==> config.mk <==
export PLATFORM = sky130hd
export DESIGN_NAME = osv_divider
export DESIGN_NICKNAME = d
export VERILOG_FILES = /design/src/hw/rtl/osv_divider.sv
export SDC_FILE = /design/constraint.sdc
export NUM_CORES = 1
export LEC_CHECK = 0
export ABC_AREA = 1
export BUFFER_PORTS_ARGS = -buffer_cell sky130_fd_sc_hd__buf_2
export CAP_MARGIN = 25
export CORE_UTILIZATION = 40
export DETAILED_ROUTE_END_ITERATION = 6
export GPL_TIMING_DRIVEN = 0
export PLACE_DENSITY_LB_ADDON = 0.15
export SLEW_MARGIN = 20
export SYNTH_ARGS = -nofsm -noshare
export SYNTH_HDL_FRONTEND = slang
export SYNTH_SLANG_ARGS = --single-unit
==> constraint.sdc <==
create_clock -name clk_i -period 1.4 [get_ports clk_i]
set_input_delay 0.14 -clock clk_i [delete_from_list [all_inputs] [get_ports clk_i]]
set_output_delay 0.14 -clock clk_i [all_outputs]
set_load 0.01 [all_outputs]
==> src/hw/rtl/osv_divider.sv <==
// ----------------------------------------------------------------------------
// osv_divider
// restoring divider, one quotient bit per cycle
// ----------------------------------------------------------------------------
module osv_divider #(
  parameter int unsigned NumW = 22,
  parameter int unsigned DenW = 6
) (
  input  logic            clk_i,
  input  logic            rst_ni,
  input  logic            start_i,
  input  logic [NumW-1:0] num_i,
  input  logic [DenW-1:0] den_i,
  output logic            done_o,
  output logic [NumW-1:0] quo_o
);
  localparam int unsigned CntW = $clog2(NumW + 1);

  logic [NumW-1:0] quo_q, quo_d;
  logic [DenW:0]   rem_q, rem_d;
  logic [DenW-1:0] den_q, den_d;
  logic [CntW-1:0] cnt_q, cnt_d;
  logic            busy_q, busy_d;
  logic [DenW:0]   trial;
  logic            q_bit;

  assign trial = {rem_q[DenW-1:0], quo_q[NumW-1]};
  assign q_bit = (trial >= {1'b0, den_q});

  always_comb begin
    quo_d  = quo_q;
    rem_d  = rem_q;
    den_d  = den_q;
    cnt_d  = cnt_q;
    busy_d = busy_q;
    if (start_i) begin
      quo_d  = num_i;
      rem_d  = '0;
      den_d  = den_i;
      cnt_d  = CntW'(NumW);
      busy_d = 1'b1;
    end else if (busy_q) begin
      rem_d = q_bit ? (trial - {1'b0, den_q}) : trial;
      quo_d = {quo_q[NumW-2:0], q_bit};
      cnt_d = cnt_q - CntW'(1);
      if (cnt_q == CntW'(1)) busy_d = 1'b0;
    end
  end

  always_ff @(posedge clk_i or negedge rst_ni) begin
    if (!rst_ni) begin
      busy_q <= 1'b0;
      cnt_q  <= '0;
    end else begin
      busy_q <= busy_d;
      cnt_q  <= cnt_d;
    end
  end

  always_ff @(posedge clk_i) begin
    quo_q <= quo_d;
    rem_q <= rem_d;
    den_q <= den_d;
  end

  // final quotient is the last shift, independent of a new start
  assign done_o = busy_q && (cnt_q == CntW'(1));
  assign quo_o  = {quo_q[NumW-2:0], q_bit};
endmodule

# Word-level counts from Yosys, hierarchy flattened
# Index checks and enable logic that the tools add are counted.
# classes
n_addsub	2
magnitude_cmp	1
n_eq_ne	1
muxes	8
reduce_logical	2
# op_table
op	n
22-bit 2-to-1 mux	2
5-bit 2-to-1 mux	2
7-bit by 6-bit >= comparator with 1-bit output	1
6-bit 2-to-1 mux	1
6-bit subtractor	1
5-bit by 1-bit == test with 1-bit output, second input constant	1
5-bit by 1-bit subtractor with 5-bit output, second input constant	1
1-bit 2-to-1 mux	3
2-bit nonzero test	1
1-bit logical AND	1
# totals
reg_bits	40
in_bits	31
output_inout_bits	23
word_cells	19

# Logic depth before layout (Yosys ltp)
# Gate-level depths: netlist of the first run.
# depth
word_depth	4
depth_mapped	11
depth_no_buf	11

# Worst setup path after synthesis of the first run
# Ideal clock, no wire load.
# synth_path
path_type	register -> register
from	register den_q[0]
to	register rem_q[4]
setup_ns	0.113
arrival_time_ns	1.427
required_ns	1.287
path_slack_ns	-0.140
stages_incl_launch_ff	8
n_path_buf	0
synth_period_minus_slack_ns	1.540
path_cell_list	edfxtp_1 > ha_1 > fa_1 > or2_1 > nand4_1 > nand3_1 > nand3_1 > nand2_1
# synth_via
elab_chain_len	2
elab_cells_between_ends	3
cone_classes	add/sub (1); order compare (1); mux (1)
# synth_rtl
element	line_no	source
start, declared	21	logic [DenW-1:0] den_q, den_d;
start signal, assigned	63	den_q <= den_d;
6-bit subtractor or 7-bit by 6-bit >= comparator with 1-bit output (tied branches)	43, 28	
6-bit 2-to-1 mux (*)	43	rem_d = q_bit ? (trial - {1'b0, den_q}) : trial;
end signal, assigned	62	rem_q <= rem_d;
end, declared	20	logic [DenW:0] rem_q, rem_d;
# Mark *: on every way between the ends. The rest lies on a longest branch, timed or not.
# A chain may end at the register's enable or synchronous reset.

# Worst setup path after layout of the first run
# layout_path
from	register den_q[2]
to	output port quo_o[0]
# layout_via
elab_chain_len	1
# layout_rtl
element	line_no	source
7-bit by 6-bit >= comparator with 1-bit output	28	assign q_bit = (trial >= {1'b0, den_q});
end, declared	15	output logic [NumW-1:0] quo_o
# Every way passes these cells.

==> impl_metrics.toml, run 1 <==
[critical_path]
rr_endpoint = "rem_q[4]"
rrSetupSlack_ns = -0.25
arrival_ns = 1.57
crit_type = "reg2out"
worst_setup_path_start_kind = "flip-flop"
worstPathRequired_ns = 1.26
r2r-start = "den_q[0]"
crit_fanout = 5
r2r_cells = 7
critPathCaptureType = "output port"

[logic_synthesis]
synth_area_leaders = "edfxtp_1 38%, nand2_1 17%, buf_4 7.5%"
syn_area_per_cell_sq_um = 8.65
synth-edff-count = 28
syn_inst = 255
async_flop_share_pct = 15.0
synth_area_sq_mm = 0.00221
ys.flop_type = "edfxtp_1"
syn_nets = 296
synth_largest_area_cell = "edfxtp_1"
yosys_warnings = 0
ys_types = 30
ys_ff_latch = 40
synth.most_common_cell = "nand2_1"
yosysSeqAreaShare_pct = 50.4
synth_top_cells_by_count = "100 x nand2_1, 28 x edfxtp_1, 25 x inv_1"
netlist.area_leader.share_pct = 38.1

[timing]
hold-worst-slack_ns = 0.0224
clock.fmax_ghz = 0.586
skew_ns = 0.0113
setup_viol = 8
slew_headroom_pct = 63.9
fin_ws_ns = -0.305
slew_violations = 0
hold_violations = 0
rsz0062_at_grt = "true"
tightest_slew_ns = 0.539
fin_crit_ns = 1.71
fin_crit_sh_pct = 122

[hold_path]
worstHoldEndpoint = "den_q[3]"
min_path_cells = 1
min_path_type = "in2reg"
min-delay-start = "den_i[3]"

[cts]
cts_root_buf = "clkbuf_8"
cts_buffers = 5
clock_path_buffers = 2
cts_tree = "done"
cts.sinks = 40
clock_latency_ns = 0.29
cts.reportedPaths.clkPinSlew_ns = 0.07
htreeDepth = 2

[routing]
vias = 1846
wl_mm = 4.69
initialDrtViolationCount = 65
route.detailed.drc = 0
vias_per_cell = 4.55
routedWlPerCell_um = 11.5
drt_pass1_iterations = 4
drt.antenna.violating_nets = 0

[power_and_ir_drop]
p_total_mw = 4.53
power_frac_seq_pct = 35.7
p_sw_share_pct = 35.1
ir_drop_uv = 722
pwr-share-comb_pct = 46.9
clockPowerShare_pct = 17.4
p_sw_mw = 1.59
power_density_mw_per_mm2 = 1500
p_int_mw = 2.94
p_leak_nw = 1.50

[status]
violations = "negative setup slack"
status = "finished, violations left"

[placed_design]
place_congestion = 0.813
portBuffers = 53
dp_cells = 378
place.detailed.hpwl_mm = 3.18

[floorplan]
fp.dieW_um = 76.3
die_y_um = 76.3
fp.coreArea_sq_mm = 0.00520
num_rows = 26
ioPinCount = 54
die_area_sq_mm = 0.00582
initial_utilization_pct = 42.4

[cells_and_area]
diodes = 0
area_growth_pct = 37.0
layout-drive-gt1-share_pct = 44.3
stdcell_count = 406
nFillCells = 499
nets = 376

[grt]
grt_max_degree = 13
antenna_found_initial = 0
grt_pass1_vias = 1829
grt_use_total_pct = 17.1
overflow = 0
grt_first_pass_wirelength_mm = 7.89

[flow_run]
cap_violations = 0
## how the worst max path moves through the flow
stage	slack [ns]	from	end	cells after the start
6_report	-0.31	den_q[2]	quo_o[0]	10
5_1_grt	-0.37	den_q[4]	quo_o[0]	8
4_1_cts	-0.35	den_q[2]	quo_o[0]	10
3_5_place_dp	-0.32	start_i	quo_q[15]	4
3_3_place_gp	-0.32	start_i	quo_q[15]	4
2_1_floorplan	-0.07	den_q[0]	rem_q[4]	7
## cells by family after synthesis
family	Yosys count	share of synthesized area (%)
xor+xnor	2	0.794
fa+ha+maj	10	6.01
simple gates	140	27.3
compound gates	9	2.38
flops	40	50.4
buf+inv	54	13.1
## critical path: stages (launching register included)
cell      delay [ns]
edfxtp_1        0.38
inv_2           0.09
ha_4            0.21
nand2_2         0.06
nand2_2         0.06
inv_2           0.06
nand2_4         0.05
nand2_4         0.07
nand3_4         0.07
buf_6           0.12
buf_6           0.11
## layout by cell type (no fill, tap or decap), types with 2 or more instances in the layout
master,Yosys,routed
buf_6,0,3
nand2_4,1,4
dfxtp_1,6,6
nand4_1,3,3
clkbuf_8,0,6
nand2_1,100,90
a21oi_1,3,2
clkbuf_1,2,3
inv_2,1,7
o21ai_1,1,2
nand2_2,1,8
nor2_1,7,5
buf_4,22,38
buf_2,3,55
clkinvlp_4,0,3
dfrtp_1,6,5
nor2_2,4,5
a21oi_4,0,2
edfxtp_1,28,28
nand3_2,0,3
nand3_1,19,16
nand3b_1,2,2
inv_1,25,18
ha_4,0,8
## per-stage QoR
step	setup TNS [ns]	setup WS, ns	area, sq um	utilization (%)
floorplan	-0.0976	-0.0722	2240	-
global placement	-8.94	-0.318	2590	49.7
detailed placement	-9.21	-0.320	2590	49.7
CTS	-2.18	-0.346	2880	55.4
global route	-2.49	-0.371	3020	58.1
finish	-1.81	-0.305	3020	58.1
## routing by layer
metal	vias to the layer above	track usage (%)	routed length, um
li1	949	-	-
met3	5	3.71	174
met1	851	20.7	2170
met4	0	4.81	36
met2	41	30.4	2310
met5	-	0	0
## power groups by stage
| stage | Combinational [mW] | Sequential, mW | Clock [mW] |
|---|---|---|---|
| finish | 2.13 | 1.62 | 0.787 |
| global route | 2.36 | 1.64 | 0.850 |
| CTS | 1.90 | 1.61 | 0.814 |
| detailed placement | 1.51 | 1.61 | 0 |
| global placement | 1.49 | 1.61 | 0 |
| floorplan | 1.17 | 1.58 | 0 |
## cell type report
type / instances / area [sq um] / share of cell area (%)
plain buffers: 27 / 191 / 6.34
clock buffers: 7 / 86.3 / 2.86
clock inverters: 1 / 7.51 / 0.248
inverters: 27 / 105 / 3.48
multi-input cells: 161 / 1000 / 33.2
flip-flops and latches: 40 / 1110 / 36.8
well taps: 70 / 87.6 / 2.90
repair buffers: 72 / 420 / 13.9
repair inverters: 1 / 7.51 / 0.248
## state kept, by name, indices dropped and copies added (netlist names)
register  flops
cnt_q         5
rem_q         6
den_q         6
busy_q        1
quo_q        22
## what timing repair did
action	4_1_cts	5_1_grt
setup buffers	14	6
resized for setup	19	26
endpoints found under the setup margin	31	22
hold buffers	1	0
pin swaps	15	15
hold endpoints to repair	6	0
gates cloned	1	0
Power figures use the tool's default switching activity.
==> run 2: changes to the inputs <==
ABC_AREA = unset   (was 1)
==> impl_metrics.toml, run 2 <==
[critical_path]
r2r_cells = 8
critical_path_cell_count = 8
endpoint = "quo_q[0]"
crit_type = "reg2reg"
r2r-start = "den_q[4]"
path_buf_inv = 3
slowest_delay_ns = 0.38
cp_top_family = "compound AO/OA/AOI/OAI gates"
crit_path_cell_trace = "inv_2 -> ha_4 -> a21o_1 -> a211o_1 -> a41o_1 -> buf_6 -> buf_4 -> mux2_2"
rrSetupSlack_ns = -0.66
rr_endpoint = "quo_q[0]"
slowest_stage = "edfxtp_1"
crit_fanout = 5
worst_setup_path_start_kind = "flip-flop"
critPathCaptureType = "flip-flop"
worstPathRequired_ns = 1.45
startpoint = "den_q[4]"
arrival_ns = 2.11

[timing]
fin_ws_ns = -0.657
clock.fmax_ghz = 0.486
hold_violations = 0
rsz0062_at_grt = "true"
slew_violations = 0
fin_crit_sh_pct = 147
setup_viol = 9
tightest_slew_ns = 0.429
skew_ns = 0.00752
fin_crit_ns = 2.06
slew_headroom_pct = 71.4
hold-worst-slack_ns = 0.0178

[grt]
grt_pass1_vias = 1213
grt_first_pass_wirelength_mm = 5.51
overflow = 0
antenna_found_initial = 0
grt_max_degree = 23
grt_use_total_pct = 13.5

[status]
violations = "negative setup slack"
status = "finished, violations left"

[cts]
cts.reportedPaths.clkPinSlew_ns = 0.08
cts_root_buf = "clkbuf_8"
cts_tree = "done"
clock_latency_ns = 0.29
cts.sinks = 40
cts_buffers = 5
htreeDepth = 2
clock_path_buffers = 2

[logic_synthesis]
synth_area_sq_mm = 0.00215
yosys_warnings = 0
ys.flop_type = "edfxtp_1"
synth.most_common_cell = "edfxtp_1"
ys_ff_latch = 40
syn_nets = 217
async_flop_share_pct = 15.0
synth_top_cells_by_count = "28 x edfxtp_1, 23 x mux2_2, 22 x buf_4"
ys_types = 33
synth_largest_area_cell = "edfxtp_1"
netlist.area_leader.share_pct = 39.2
yosysSeqAreaShare_pct = 51.8
synth_area_leaders = "edfxtp_1 39%, mux2_2 12%, buf_4 7.7%"
synth-edff-count = 28
syn_inst = 176
syn_area_per_cell_sq_um = 12.2

[cells_and_area]
diodes = 0
nets = 287
final_area_sq_mm = 0.00279
final_common_cell = "buf_2"
final_cell_mix = "52 x buf_2, 30 x buf_4, 28 x edfxtp_1"
top_register = "quo_q"
top_regs = "quo_q x22, den_q x6, rem_q x6"
largest_register_ffs = 22
area_growth_pct = 29.9
nFillCells = 479
layout-drive-gt1-share_pct = 54.3

[floorplan]
die_area_sq_mm = 0.00566
die_y_um = 75.2
fp.coreArea_sq_mm = 0.00514
fp.dieW_um = 75.2
initial_utilization_pct = 41.7
ioPinCount = 54
num_rows = 26

[routing]
vias_per_cell = 4.52
route.detailed.drc = 0
drt.antenna.violating_nets = 0
wl_mm = 3.58
initialDrtViolationCount = 42
vias = 1432
drt_pass1_iterations = 4
routedWlPerCell_um = 11.3

[placed_design]
place_congestion = 0.733
dpl_cell_area_sq_mm = 0.00251
portBuffers = 53
place.detailed.hpwl_mm = 2.56

[power_and_ir_drop]
power_density_mw_per_mm2 = 1410
p_leak_nw = 1.24
ir_drop_uv = 794

[hold_path]
min_path_type = "in2reg"

[flow_run]
cap_violations = 0
==> run 2: cell types whose count changed in the layout (fill, tap and decap cells not counted), sizes merged, moves of 3 or more <==
cell	delta
a211oi	+4
nand2	-98
nand3	-20
mux2	+23
nand4	-3
nand2b	+5
buf	-11
inv	-13
mux2i	+3
xnor2	+3
==> run 2: repair_timing <==
item                                    in CTS  in global routing
endpoints found under the setup margin      50                 10
pin swaps                                    6                  1
endpoints found under the hold margin        6                  0
hold buffers                                 1                  0
resized for setup                           17                  3
setup buffers                                8                  1
==> run 2: worst min path at each step <==
stage | cells past startpoint | slack, ns | startpoint | end
after global routing | 1 | 0.007 | den_i[2] | den_q[2]
after detailed placement | 1 | -0.03 | rst_ni | busy_q
after global placement | 1 | -0.03 | rst_ni | busy_q
final | 1 | 0.02 | den_i[0] | den_q[0]
after floorplan | 0 | -0.16 | rst_ni | busy_q
after CTS | 1 | 0.007 | den_i[0] | den_q[0]
==> run 2: metrics by stage <==
stage,instances,util [%],setup slack [ns],power [mW],TNS (ns)
floorplan,176,-,-0.542,2.47,-3.27
global placement,299,48.9,-0.636,2.76,-25.24
detailed placement,299,48.9,-0.665,2.77,-26.12
CTS,316,53.9,-0.668,3.95,-5.07
global route,317,54.2,-0.757,4.19,-5.97
finish,317,54.2,-0.657,3.93,-4.98
==> run 2: cells by family after synthesis <==
logic type               share of synthesized area, %
multiplexers                                     13.5
flip-flops                                       51.8
adder cells (fa/ha/maj)                          6.18
XOR/XNOR                                         2.86
buffers and inverters                            11.4
AO/OA/AOI/OAI                                    6.65
AND/OR/NAND/NOR                                  7.70
==> run 2: routing by layer <==
metal / routed length, um / part of all wire, % / GRT usage, % / vias up
li1: - / - / - / 737
met1: 1710 / 48 / 17.9 / 652
met2: 1660 / 47 / 20.6 / 39
met3: 159 / 4.4 / 4.15 / 4
met4: 39 / 1.1 / 5.56 / 0
met5: 0 / 0 / 0 / -
==> run 2: power breakdown <==
part / total [mW] / switching, mW / internal, mW
Sequential: 1.57 / 0.116 / 1.45
Clock: 0.923 / 0.394 / 0.529
Combinational: 1.44 / 0.599 / 0.840
==> run 2: cell type report <==
cell class                 instances  area [sq um]  share of cell area [%]
sequential                        40          1110                    39.9
multi-input combinational         95           875                    31.4
timing repair buffer              63           349                    12.5
buffer                            28           203                    7.27
tap                               70          87.6                    3.14
clock buffer                       6          72.6                    2.60
inverter                          13          52.6                    1.89
clock inverter                     2          35.0                    1.26
