--- src/hw/rtl/osv_cell.sv ---
// ----------------------------------------------------------------------------
// osv_cell
// one shadow interval slot; shifts toward its neighbor on insert or remove
// ----------------------------------------------------------------------------
module osv_cell #(
  parameter int unsigned SlopeW = 18
) (
  input  logic              clk_i,
  input  logic              valid_i,
  input  logic              upd_i,
  input  logic              prev_i,
  input  logic              next_i,
  input  logic [SlopeW-1:0] tlo_i,
  input  logic [SlopeW-1:0] thi_i,
  input  logic              left_lt_i,
  input  logic [SlopeW-1:0] left_lo_i,
  input  logic [SlopeW-1:0] left_hi_i,
  input  logic              right_lt_i,
  input  logic [SlopeW-1:0] right_lo_i,
  input  logic [SlopeW-1:0] right_hi_i,
  output logic [SlopeW-1:0] lo_o,
  output logic [SlopeW-1:0] hi_o,
  output logic              lt_o,
  output logic              cov_o,
  output logic              prev_hit_o,
  output logic              next_hit_o
);
  logic [SlopeW-1:0] lo_q, lo_d, hi_q, hi_d;
  logic [SlopeW-1:0] mlo, mhi, blo, bhi;
  logic              lt, ov, at_pos, at_prev;

  assign lt      = valid_i && (lo_q < tlo_i);
  assign ov      = valid_i && (hi_q >= tlo_i) && (thi_i >= lo_q);
  assign at_pos  = !lt && left_lt_i;
  assign at_prev = lt && !right_lt_i;

  assign mlo = (tlo_i < lo_q) ? tlo_i : lo_q;
  assign mhi = (thi_i > hi_q) ? thi_i : hi_q;
  assign blo = (right_lo_i < mlo) ? right_lo_i : mlo;
  assign bhi = (right_hi_i > mhi) ? right_hi_i : mhi;

  always_comb begin
    lo_d = lo_q;
    hi_d = hi_q;
    if (upd_i) begin
      priority if (prev_i && next_i) begin
        if (at_prev) begin
          lo_d = blo;
          hi_d = bhi;
        end else if (!lt) begin
          lo_d = right_lo_i;
          hi_d = right_hi_i;
        end
      end else if (prev_i) begin
        if (at_prev) begin
          lo_d = mlo;
          hi_d = mhi;
        end
      end else if (next_i) begin
        if (at_pos) begin
          lo_d = mlo;
          hi_d = mhi;
        end
      end else begin
        if (at_pos) begin
          lo_d = tlo_i;
          hi_d = thi_i;
        end else if (!lt) begin
          lo_d = left_lo_i;
          hi_d = left_hi_i;
        end
      end
    end
  end

  always_ff @(posedge clk_i) begin
    lo_q <= lo_d;
    hi_q <= hi_d;
  end

  assign lo_o       = lo_q;
  assign hi_o       = hi_q;
  assign lt_o       = lt;
  assign cov_o      = valid_i && (lo_q <= tlo_i) && (hi_q >= thi_i);
  assign prev_hit_o = at_prev && ov;
  assign next_hit_o = at_pos && ov;
endmodule

--- config.mk ---
export PLATFORM = sky130hd
export DESIGN_NAME = osv_cell
export DESIGN_NICKNAME = d
export VERILOG_FILES = /design/src/hw/rtl/osv_cell.sv
export SDC_FILE = /design/constraint.sdc
export NUM_CORES = 1
export LEC_CHECK = 0
export ABC_AREA = 1
export BUFFER_PORTS_ARGS = -buffer_cell sky130_fd_sc_hd__buf_2
export CAP_MARGIN = 20
export CORE_AREA = 2 2 197 102
export DETAILED_ROUTE_END_ITERATION = 16
export DIE_AREA = 0 0 199 104
export PLACE_DENSITY = 0.59
export SLEW_MARGIN = 20
export SYNTH_ARGS = -nofsm -noshare
export SYNTH_HDL_FRONTEND = slang
export SYNTH_SLANG_ARGS = --single-unit
export TNS_END_PERCENT = 100
--- constraint.sdc ---
create_clock -name clk_i -period 8.3 [get_ports clk_i]
set_input_delay 0.415 -clock clk_i [delete_from_list [all_inputs] [get_ports clk_i]]
set_output_delay 0.415 -clock clk_i [all_outputs]
set_load 0.02 [all_outputs]
### Yosys cells after proc, flatten, opt, wreduce, memory -nomap -nowiden

Index checks and enable logic that the tools add are counted.

* $lt $le $gt $ge: 9
* eq/ne operators: 4
* muxes and demuxes: 22
* reduce and logical (&&, ||, !) cells: 13

Operator list (number)
* $mux W18: 22
* $ge A18 B18 Y1: 3
* $lt A18 B18 Y1: 3
* $gt A18 B18 Y1: 2
* $le A18 B18 Y1: 1
* $logic_and A1 B1 Y1: 10
* $ne A4 B2 Y1 const B: 2
* $reduce_and A5 Y1: 1
* $ne A3 B1 Y1 const B: 1
* $ne A3 B3 Y1 const B: 1
* $logic_not A1 Y1: 2

* flip-flop bits (word level): 36
* input bits: 115
* output and inout bits: 40
* logic and storage cells: 50

### Longest topological paths before layout

Gate-level depths: netlist of run 1.

* word-level depth: 8
* gate-level depth with buffers: 27
* depth with buffers taken out: 25

### Worst setup path before layout of run 1

No wires, ideal clock.

* path type: reg-to-reg
* from: register hi_q[5], in the netlist hi_o[5]
* to: register hi_q[16], in the netlist hi_o[16], data pin
* library setup time: 259 ps
* arrival: 3390 ps
* required time: 8041 ps
* slack: 4651 ps
* cell stages (with the launch flop): 23
* path buffers: 2
* period minus slack after synthesis: 3649 ps
* cells stage by stage: edfxtp_1 ha_1 a21o_1 o21ai_0 nand3_1 nand2_1 nand3_2 buf_2 nand2_1 o21a_1 inv_1 ha_1 nand2_1 nor3_1 o2111ai_1 nand3_1 nand2_1 nand2_1 inv_2 buf_2 o21ai_0 a21oi_1 or2_1

* longest elaborated chain between the ends: 6
* elaborated cells between the ends (all ways): 10
* those cells by class: 2 x order compare; 8 x mux

Ends and longest elaborated chain
* start, declared: line 28 `logic [SlopeW-1:0] lo_q, lo_d, hi_q, hi_d;`
* start signal, assigned: line 78 `hi_q <= hi_d;`
* $gt A18 B18 Y1: line 38 `assign mhi = (thi_i > hi_q) ? thi_i : hi_q;`
* $mux W18 (*): line 38
* $gt A18 B18 Y1 / $mux W18 (equally long branches): line 40, 60
* $mux W18 (on tied branches): line 40, 59
* $mux W18 (on tied branches): line 47, 54
* $mux W18 (*): line 46 `priority if (prev_i && next_i) begin`

Mark *: on every way between the ends. The rest lies on a longest branch, timed or not. The select of a mux whose other input is x is not followed.
A chain may end at the register's enable or synchronous reset.

### Worst setup path after layout of run 1

* from: register hi_q[15], in the netlist hi_o[15]
* to: register hi_q[11], in the netlist hi_o[11], data pin

The elaborated chain is that of the path after synthesis.

==> flow_summary.toml, run 1 <==
[grt]
grt_use_met3 = 0.0483
gr-usage-met2 = 0.278
grt_use_total = 0.209
grt.busiest_layer = "met1"
gr-usage-met1 = 0.334
grt_overflow = 0
grt_max_degree = 47
grt_pass1_vias = 5750
grt_pass1_wl_um = 32900
antenna_found_initial = 0

[logic_synthesis]
syn_nets = 1045
syn_inst = 823
ys_async_sr_fraction = 0
synth_area_leader_cell = "ha_1"
synth_area_leaders = "ha_1 (24%), edfxtp_1 (19%), nand2_1 (9.7%), inv_1 (7.3%), a21oi_1 (7.2%)"
yosysWarnings = 0
synthTopCellsByCount = "nand2_1 (145), inv_1 (110), ha_1 (107), nor2_1 (87), a21oi_1 (81)"
synth-seq-area-share = 0.192
yosysMostFrequentCell = "nand2_1"
synth-main-ff-cell = "edfxtp_1"
synth-seq-cells = 36
synthesis.area_um2 = 5620
ys_types = 37
syn_area_per_cell_um2 = 6.83
yosysTopAreaCellShare = 0.238
synth_edf_count = 36

[sta]
tightest_slew_ns = 0.681
fin_skew_ns = 0.00826
min_period_ns = 4.83
worst_slack_ns = 3.47
timing.hold.ws_ns = 0.453
hold_viol_final = 0
rsz0062_at_grt = "no"
maxSlewHeadroom = 0.546
fmax_ghz = 0.207
finalCritPeriodShare = 0.582
fin_setup_tns_ns = 0
drv_slew = 0
setup_viol_count_final = 0

[placement]
gp_congestion = 0.891
pre_cts_ws_ns = 3.43
portBuffers = 154
placed_cell_area_um2 = 6610
dp.cells = 1219
dp_hpwl_um = 17700

[critical_path]
r2r.worst_path.cells = 20
start_kind = "register"
critical_path.max_fanout = 37
arrival_ns = 4.88
rr_startpoint = "hi_o[15]$_DFFE_PP_"
critPathKind = "register to register"
crit_required_ns = 8.35
endpoint_kind = "register"
r2r_setup_slack_ns = 3.47
rr_endpoint = "hi_o[11]$_DFFE_PP_"

[finish]
syn_to_final_growth_pct = 21.0
final_area_um2 = 6800
stdcell_count = 1229
final_util = 0.357
drive_gt1_frac = 0.187
finalNetCount = 1183

[status]
outcome = "finished, final reports clean"

[clocking]
cts.clk_slew.worst_paths_ns = 0.06
cts-resized-gates = 0
cts_hold_buffers = 0
postCtsSetupBuffers = 0
htreeDepth = 2
clk_latency_ns = 0.30
cts_root_buffer = "clkbuf_16"
cts_buffers = 5
cts_tree = "yes"
cts.sinks = 36
clockBufferDepth = 2

[detailed_routing]
ant_nets = 0
first_pass_iters = 5
routedWlPerCell_um = 17.6
drt-total-wl_um = 21700
dr_total_vias = 6233
drc_errors = 0
viasPerCell = 5.07
drt_iter0_markers = 533

[die]
die-area_um2 = 20700
core_um2 = 19100
fp.dieW_um = 199
rows = 36
pin_count = 155
die_y_um = 104
start_util = 0.295

[run]
cap_viol_max_count = 0

[pwr]
p_per_area_nw_per_um2 = 144
finalPower_mw = 0.978
leakagePower_nw = 3.53
ir_worst_vdd_v = 0.0000749

[hold_path]
worstHoldStart = "right_hi_i[0]"
hold_class = "primary input to register"
min_path_cells = 3
hold_end = "hi_o[0]$_DFFE_PP_"
cells by family after synthesis:
logic type                 count (synthesis)  share of synthesized area
buffers and inverters                    142                      0.102
AOI/OAI and AO/OA                        211                      0.215
adders and majority gates                107                      0.238
DFF                                       36                      0.192
and+or+nand+nor                          327                      0.253
worst max path at each step:
| stage | start | end | cells past startpoint |
|---|---|---|---|
| finish | hi_o[15]$_DFFE_PP_ | hi_o[11]$_DFFE_PP_ | 20 |
| global route | hi_o[15]$_DFFE_PP_ | hi_o[5]$_DFFE_PP_ | 22 |
| CTS | hi_o[15]$_DFFE_PP_ | hi_o[6]$_DFFE_PP_ | 20 |
| detailed placement | thi_i[15] | hi_o[8]$_DFFE_PP_ | 22 |
| global placement | thi_i[15] | hi_o[3]$_DFFE_PP_ | 24 |
| floorplan | hi_o[5]$_DFFE_PP_ | hi_o[16]$_DFFE_PP_ | 22 |
critical path, cell delays in order, from the launching register on:
cell and delay (ns):
edfxtp_1 0.47, ha_1 0.37, nand2_1 0.08, inv_1 0.04, o21ai_0 0.15, nand2_1 0.09, a21oi_1 0.25, nand3_2 0.58
a21oi_1 0.52, ha_1 0.31, nand2_1 0.07, inv_1 0.03, o21ai_0 0.14, nand2_1 0.11, a21oi_1 0.25, nand3_1 0.11
nand2_1 0.08, nand2_1 0.09, inv_2 0.45, a21oi_1 0.12, or2_1 0.25
layout make-up:
| type | instances | area, um^2 |
|---|---|---|
| well taps | 266 | 333 |
| repair buffers | 160 | 833 |
| inverters | 113 | 424 |
| clock inverters | 3 | 37.5 |
| clock buffers | 5 | 125 |
| diodes | 1 | 2.50 |
| fillers | 2132 | 12300 |
| multi-input cells | 645 | 3960 |
| flip-flops and latches | 36 | 1080 |
state kept, by name, summed over array words and instances (netlist names):
signal,flops
hi_o,18
lo_o,18
per-layer routing:
metal / wire length (um) / vias to the layer above
li1: - / 3104
met4: 233 / 0
met3: 2250 / 16
met2: 7990 / 300
met5: 0 / -
met1: 11200 / 2813
power breakdown:
group	switching [mW]	internal (mW)
clock	0.0915	0.140
combinational	0.321	0.173
sequential	0.0221	0.230
total	0.435	0.543
placed cells by master (no fill, tap or decap), types with 16 or more instances in the layout:
master / netlist / final
nand3_1: 53 / 53
inv_1: 110 / 109
nor2_1: 87 / 87
ha_1: 107 / 107
or2_1: 16 / 16
nand2_1: 145 / 145
a21oi_1: 81 / 81
edfxtp_1: 36 / 36
o21ai_0: 79 / 79
buf_2: 12 / 154
Power figures use the tool's default switching activity.
==> run 2: changes to the inputs <==
- clock period: 8.3 -> 4.8 ns (I/O delays scaled with it)
==> flow_summary.toml, run 2 (same netlist as run 1, synthesis figures left out) <==
[sta]
min_period_ns = 4.37
fmax_ghz = 0.229
tightest_slew_ns = 0.949
fin_setup_tns_ns = 0
fin_skew_ns = 0.00667
rsz0062_at_grt = "no"
maxSlewHeadroom = 0.363
drv_slew = 0
hold_viol_final = 0
finalCritPeriodShare = 0.910
setup_viol_count_final = 0

[die]
fp.dieW_um = 199
rows = 36
core_um2 = 19100
die_y_um = 104
start_util = 0.295
die-area_um2 = 20700
pin_count = 155

[detailed_routing]
drc_errors = 0
ant_nets = 0
dr_total_vias = 6242
drt_iter0_markers = 443
dr_wl_met2_um = 7980
wl_met1_um = 11500
routedWlPerCell_um = 17.7
first_pass_iters = 4
met3WireLength_um = 2020
top_layer = "met5"
viasPerCell = 5.07
drt-total-wl_um = 21800

[grt]
grt_max_degree = 46
grt_use_total = 0.214
grt_pass1_wl_um = 33900
grt_overflow = 0
grt_pass1_vias = 6026
antenna_found_initial = 1

[critical_path]
rr_startpoint = "hi_o[15]$_DFFE_PP_"
crit_slowest_cell = "edfxtp_1"
critical_path.max_fanout = 34
cp_num_buf_inv = 4
path_cells = "ha_1 > nand2_1 > inv_1 > o21ai_0 > nand2_1 > a21oi_1 > nand3_2 > buf_4 > nor2_1 > a21oi_1 > ha_1 > nand2_1 > inv_1 > nand3_1 > nor3_1 > o2111ai_1 > nand3_1 > nand2_1 > nand2_1 > inv_4 > o21ai_0 > a21oi_1 > or2_1"
start_kind = "register"
r2r_setup_slack_ns = 0.43
arrival_ns = 4.42
critPathKind = "register to register"
r2r.worst_path.cells = 23
max_stage_delay_ns = 0.49
rr_endpoint = "hi_o[6]$_DFFE_PP_"
crit_top_cell = "nand2_1"
crit_family = "simple AND/OR/NAND/NOR gates"
crit_required_ns = 4.85
endpoint_kind = "register"

[clocking]
clk_latency_ns = 0.30
postCtsSetupBuffers = 0
cts_buffers = 5
cts.clk_slew.worst_paths_ns = 0.07
cts.sinks = 36
cts_hold_buffers = 0
cts-resized-gates = 0
cts_tree = "yes"
clockBufferDepth = 2
htreeDepth = 2
cts_root_buffer = "clkbuf_16"

[placement]
portBuffers = 154
dp_hpwl_um = 17800
gp_congestion = 0.873

[pwr]
leakagePower_nw = 3.53
ir_worst_vdd_v = 0.000129
p_per_area_nw_per_um2 = 242

[hold_path]
hold_class = "primary input to register"
worstHoldStart = "right_hi_i[0]"
hold_end = "hi_o[0]$_DFFE_PP_"
min_path_cells = 3

[finish]
layout_commonest_cell = "buf_2"
num-fill-cells = 2112
syn_to_final_growth_pct = 20.9
antenna_cells = 0
final_cell_mix = "buf_2 (154), nand2_1 (145), inv_1 (109)"
finalNetCount = 1185
drive_gt1_frac = 0.188
final_util = 0.356

[run]
cap_viol_max_count = 0

[status]
outcome = "finished, final reports clean"
## run 2: cell count changes in the layout (fill, tap and decap cells not counted)
cell / delta
buf_16: +1
inv_2: -1
clkinv_1: -1
inv_4: +1
diode_2: -1
bufinv_16: -1
buf_4: +2
clkbuf_16: -1
clkbuf_1: +2
## run 2: per-layer routing
layer | GRT usage | up-vias
met1 | 0.344 | 2840
met4 | 0.0389 | 2
li1 | - | 3108
met2 | 0.284 | 271
met3 | 0.0435 | 21
met5 | 0 | -
## run 2: worst max-delay path by stage
stage | endpoint | cells past startpoint | startpoint | slack (ns)
CTS | hi_o[6]$_DFFE_PP_ | 23 | hi_o[15]$_DFFE_PP_ | 0.44
global placement | hi_o[13]$_DFFE_PP_ | 21 | hi_o[15]$_DFFE_PP_ | 0.58
global route | hi_o[6]$_DFFE_PP_ | 22 | hi_o[5]$_DFFE_PP_ | 0.002
detailed placement | hi_o[6]$_DFFE_PP_ | 23 | hi_o[15]$_DFFE_PP_ | 0.46
floorplan | hi_o[16]$_DFFE_PP_ | 22 | hi_o[5]$_DFFE_PP_ | 1.15
finish | hi_o[6]$_DFFE_PP_ | 23 | hi_o[15]$_DFFE_PP_ | 0.43
## run 2: area by class of cell
cell class / count / area [um^2] / share of cell area
Clock buffer: 7 / 133 / 0.0195
Clock inverter: 1 / 3.75 / 0.000553
Inverter: 113 / 427 / 0.0628
Multi-Input combinational cell: 645 / 3960 / 0.584
Sequential cell: 36 / 1080 / 0.159
Tap cell: 266 / 333 / 0.0490
Timing Repair Buffer: 162 / 851 / 0.125
## run 2: power breakdown
| part | leakage, nW | switching [mW] | internal (mW) | total [mW] |
|---|---|---|---|---|
| Sequential | 0.338 | 0.0377 | 0.397 | 0.435 |
| Clock | 0.0655 | 0.155 | 0.192 | 0.347 |
| Combinational | 3.13 | 0.558 | 0.304 | 0.863 |
| Total | 3.53 | 0.751 | 0.894 | 1.64 |
## run 2: metrics by stage
| stage | setup slack [ns] | hold WS [ns] | power [mW] | std cells | instance area, um^2 |
|---|---|---|---|---|---|
| after detailed placement | 0.460 | 0.611 | 1.28 | 1221 | 6630 |
| after CTS | 0.440 | 0.282 | 1.63 | 1229 | 6760 |
| after floorplan | 1.15 | 0.471 | 0.999 | 823 | 5620 |
| final | 0.432 | 0.288 | 1.64 | 1230 | 6790 |
| after global placement | 0.584 | 0.628 | 1.27 | 1221 | 6630 |
| after global routing | 0.00176 | 0.287 | 1.78 | 1230 | 6790 |
## run 2: worst min-delay path, cell delays in order
cell	delay, ns
buf_2	0.10
nand3_1	0.07
nand3_1	0.08
==> run 3: changes to the inputs <==
- ABC_AREA: 1 -> 0
- CORE_AREA: 2 2 197 102 -> 2 2 190 99
- DIE_AREA: 0 0 199 104 -> 0 0 192 101
- PLACE_DENSITY: 0.59 -> 0.6
==> flow_summary.toml, run 3 <==
[critical_path]
path_cells = "ha_1 > a21oi_1 > nor2b_1 > a2111oi_0 > o21ai_0 > a21oi_2 > buf_4 > buf_4 > mux2_2 > inv_1 > ha_1 > nand2_1 > or2_2 > nor2_1 > o31a_1 > o31ai_2 > a21oi_2 > buf_4 > o31ai_1"
start_kind = "register"
r2r.worst_path.cells = 19
endpoint_kind = "register"
rr_startpoint = "hi_o[8]$_DFFE_PP_"
crit_required_ns = 4.83
arrival_ns = 4.57
crit_top_cell = "buf_4"
rr_endpoint = "hi_o[3]$_DFFE_PP_"
critical_path.max_fanout = 32
max_stage_delay_ns = 0.45
crit_slowest_cell = "edfxtp_1"
critPathKind = "register to register"
r2r_setup_slack_ns = 0.27

[clocking]
clockBufferDepth = 2
cts.sinks = 36
cts_tree = "yes"
cts-resized-gates = 0
htreeDepth = 2
cts_root_buffer = "clkbuf_16"
postCtsSetupBuffers = 0
clk_latency_ns = 0.29
cts_buffers = 5
cts_hold_buffers = 0
cts.clk_slew.worst_paths_ns = 0.06

[die]
die-area_um2 = 19400
core_um2 = 17900
start_util = 0.291
pin_count = 155
die_y_um = 101
fp.dieW_um = 192
rows = 35

[status]
outcome = "finished, final reports clean"

[sta]
fin_setup_tns_ns = 0
fin_skew_ns = 0.00432
min_period_ns = 4.53
fmax_ghz = 0.221
drv_slew = 0
setup_viol_count_final = 0
rsz0062_at_grt = "no"
hold_viol_final = 0
maxSlewHeadroom = 0.361
tightest_slew_ns = 0.959
finalCritPeriodShare = 0.944

[finish]
layout_commonest_cell = "buf_2"
multi_input_area_um2 = 3770
syn_to_final_growth_pct = 23.9
antenna_cells = 0
final_cell_mix = "buf_2 (154), ha_1 (107), a21oi_1 (79)"
num-fill-cells = 1917
finalNetCount = 1006
drive_gt1_frac = 0.238
seq_area_um2 = 1080
final_util = 0.361
stdcell_count = 1025

[logic_synthesis]
synthesis.area_um2 = 5200
yosysTopAreaCellShare = 0.257
syn_inst = 637
synth_edf_count = 36
ys_async_sr_fraction = 0
ys_types = 56
syn_nets = 859
synth-seq-area-share = 0.208
synth-seq-cells = 36
synth_area_leaders = "ha_1 (26%), edfxtp_1 (21%), a21oi_1 (7.9%), inv_1 (5.1%), mux2i_1 (3.8%)"
synthTopCellsByCount = "ha_1 (107), a21oi_1 (82), inv_1 (70), nand2_1 (49), nor2_1 (46)"
syn_area_per_cell_um2 = 8.17
synth-main-ff-cell = "edfxtp_1"
yosysMostFrequentCell = "ha_1"
synth_area_leader_cell = "ha_1"
yosysWarnings = 0

[hold_path]
worstHoldStart = "right_hi_i[10]"
min_path_cells = 3
hold_end = "hi_o[10]$_DFFE_PP_"
hold_class = "primary input to register"

[placement]
dp.cells = 1017
portBuffers = 154
gp_congestion = 0.893
dp_hpwl_um = 17200

[pwr]
p_per_area_nw_per_um2 = 263
ir_worst_vdd_v = 0.000114
finalPower_mw = 1.70
leakagePower_nw = 3.25

[detailed_routing]
drc_errors = 0
dr_total_vias = 5568
first_pass_iters = 5
ant_nets = 0
drt-total-wl_um = 20500
drt_iter0_markers = 457
viasPerCell = 5.43
routedWlPerCell_um = 20.0

[grt]
grt_max_degree = 37
grt_overflow = 0
grt_pass1_vias = 5178
grt_pass1_wl_um = 30500
grt_use_total = 0.210
antenna_found_initial = 0

[run]
cap_viol_max_count = 0
[run 3: cell types whose count changed in the layout (fill, tap and decap cells not counted), sizes merged, moves of 12 or more]
cell / previous run / this run
o32ai: 12 / 0
mux2i: 0 / 20
nand4: 5 / 19
nand2: 152 / 49
a21o: 4 / 26
o31ai: 0 / 19
nand3: 55 / 20
or2: 16 / 1
inv: 111 / 70
o21ai: 81 / 19
nor2: 90 / 47
a22oi: 0 / 17
a31oi: 0 / 17
[run 3: logic make-up after synthesis]
logic type | share of synthesized area
mux | 0.0428
compound gates | 0.269
buf+inv | 0.0734
fa+ha+maj | 0.257
flops | 0.208
simple gates | 0.149
[run 3: how the worst max path moves through the flow]
| stage | endpoint | slack [ns] | cells past startpoint | start |
|---|---|---|---|---|
| final | hi_o[3]$_DFFE_PP_ | 0.27 | 19 | hi_o[8]$_DFFE_PP_ |
| after global routing | hi_o[0]$_DFFE_PP_ | 0.02 | 20 | hi_o[15]$_DFFE_PP_ |
| after CTS | hi_o[10]$_DFFE_PP_ | 0.23 | 17 | hi_o[8]$_DFFE_PP_ |
| after detailed placement | hi_o[10]$_DFFE_PP_ | 0.27 | 17 | hi_o[8]$_DFFE_PP_ |
| after global placement | hi_o[10]$_DFFE_PP_ | 0.29 | 17 | hi_o[8]$_DFFE_PP_ |
| after floorplan | hi_o[0]$_DFFE_PP_ | 0.36 | 10 | lo_o[17]$_DFFE_PP_ |
[run 3: power breakdown]
group          internal, mW  total, mW  switching [mW]
sequential            0.405      0.453          0.0472
clock                 0.192      0.339           0.147
combinational         0.359      0.904           0.545
[run 3: per-layer routing]
metal | track usage | vias to the layer above | wire length (um)
met3 | 0.0613 | 11 | 2370
met5 | 0 | - | 0
met1 | 0.350 | 2599 | 10900
li1 | - | 2685 | -
met2 | 0.254 | 273 | 7100
met4 | 0.0270 | 0 | 99
[run 3: layout make-up]
type,count,area share
inverters,70,0.0408
clock buffers,7,0.0206
clock inverters,1,0.000583
well taps,240,0.0466
repair buffers,165,0.138
multi-input cells,506,0.585
flip-flops and latches,36,0.168
[run 3: metrics by stage]
step           hold slack [ns]  instance area, um^2  setup slack [ns]
5_1_grt                  0.274                 6440            0.0214
3_5_place_dp             0.557                 6290             0.272
4_1_cts                  0.253                 6430             0.225
2_1_floorplan            0.438                 5200             0.360
6_report                 0.258                 6440             0.267
3_3_place_gp             0.550                 6290             0.289
[run 3: worst max-delay path, delay by kind of cell, from the launching register on]
family          cells  cell delay (ns)
fa+ha+maj           2             0.47
compound gates      8             1.46
buf+inv             4             0.83
mux                 1             0.38
simple gates        4             0.65
flops               1             0.45
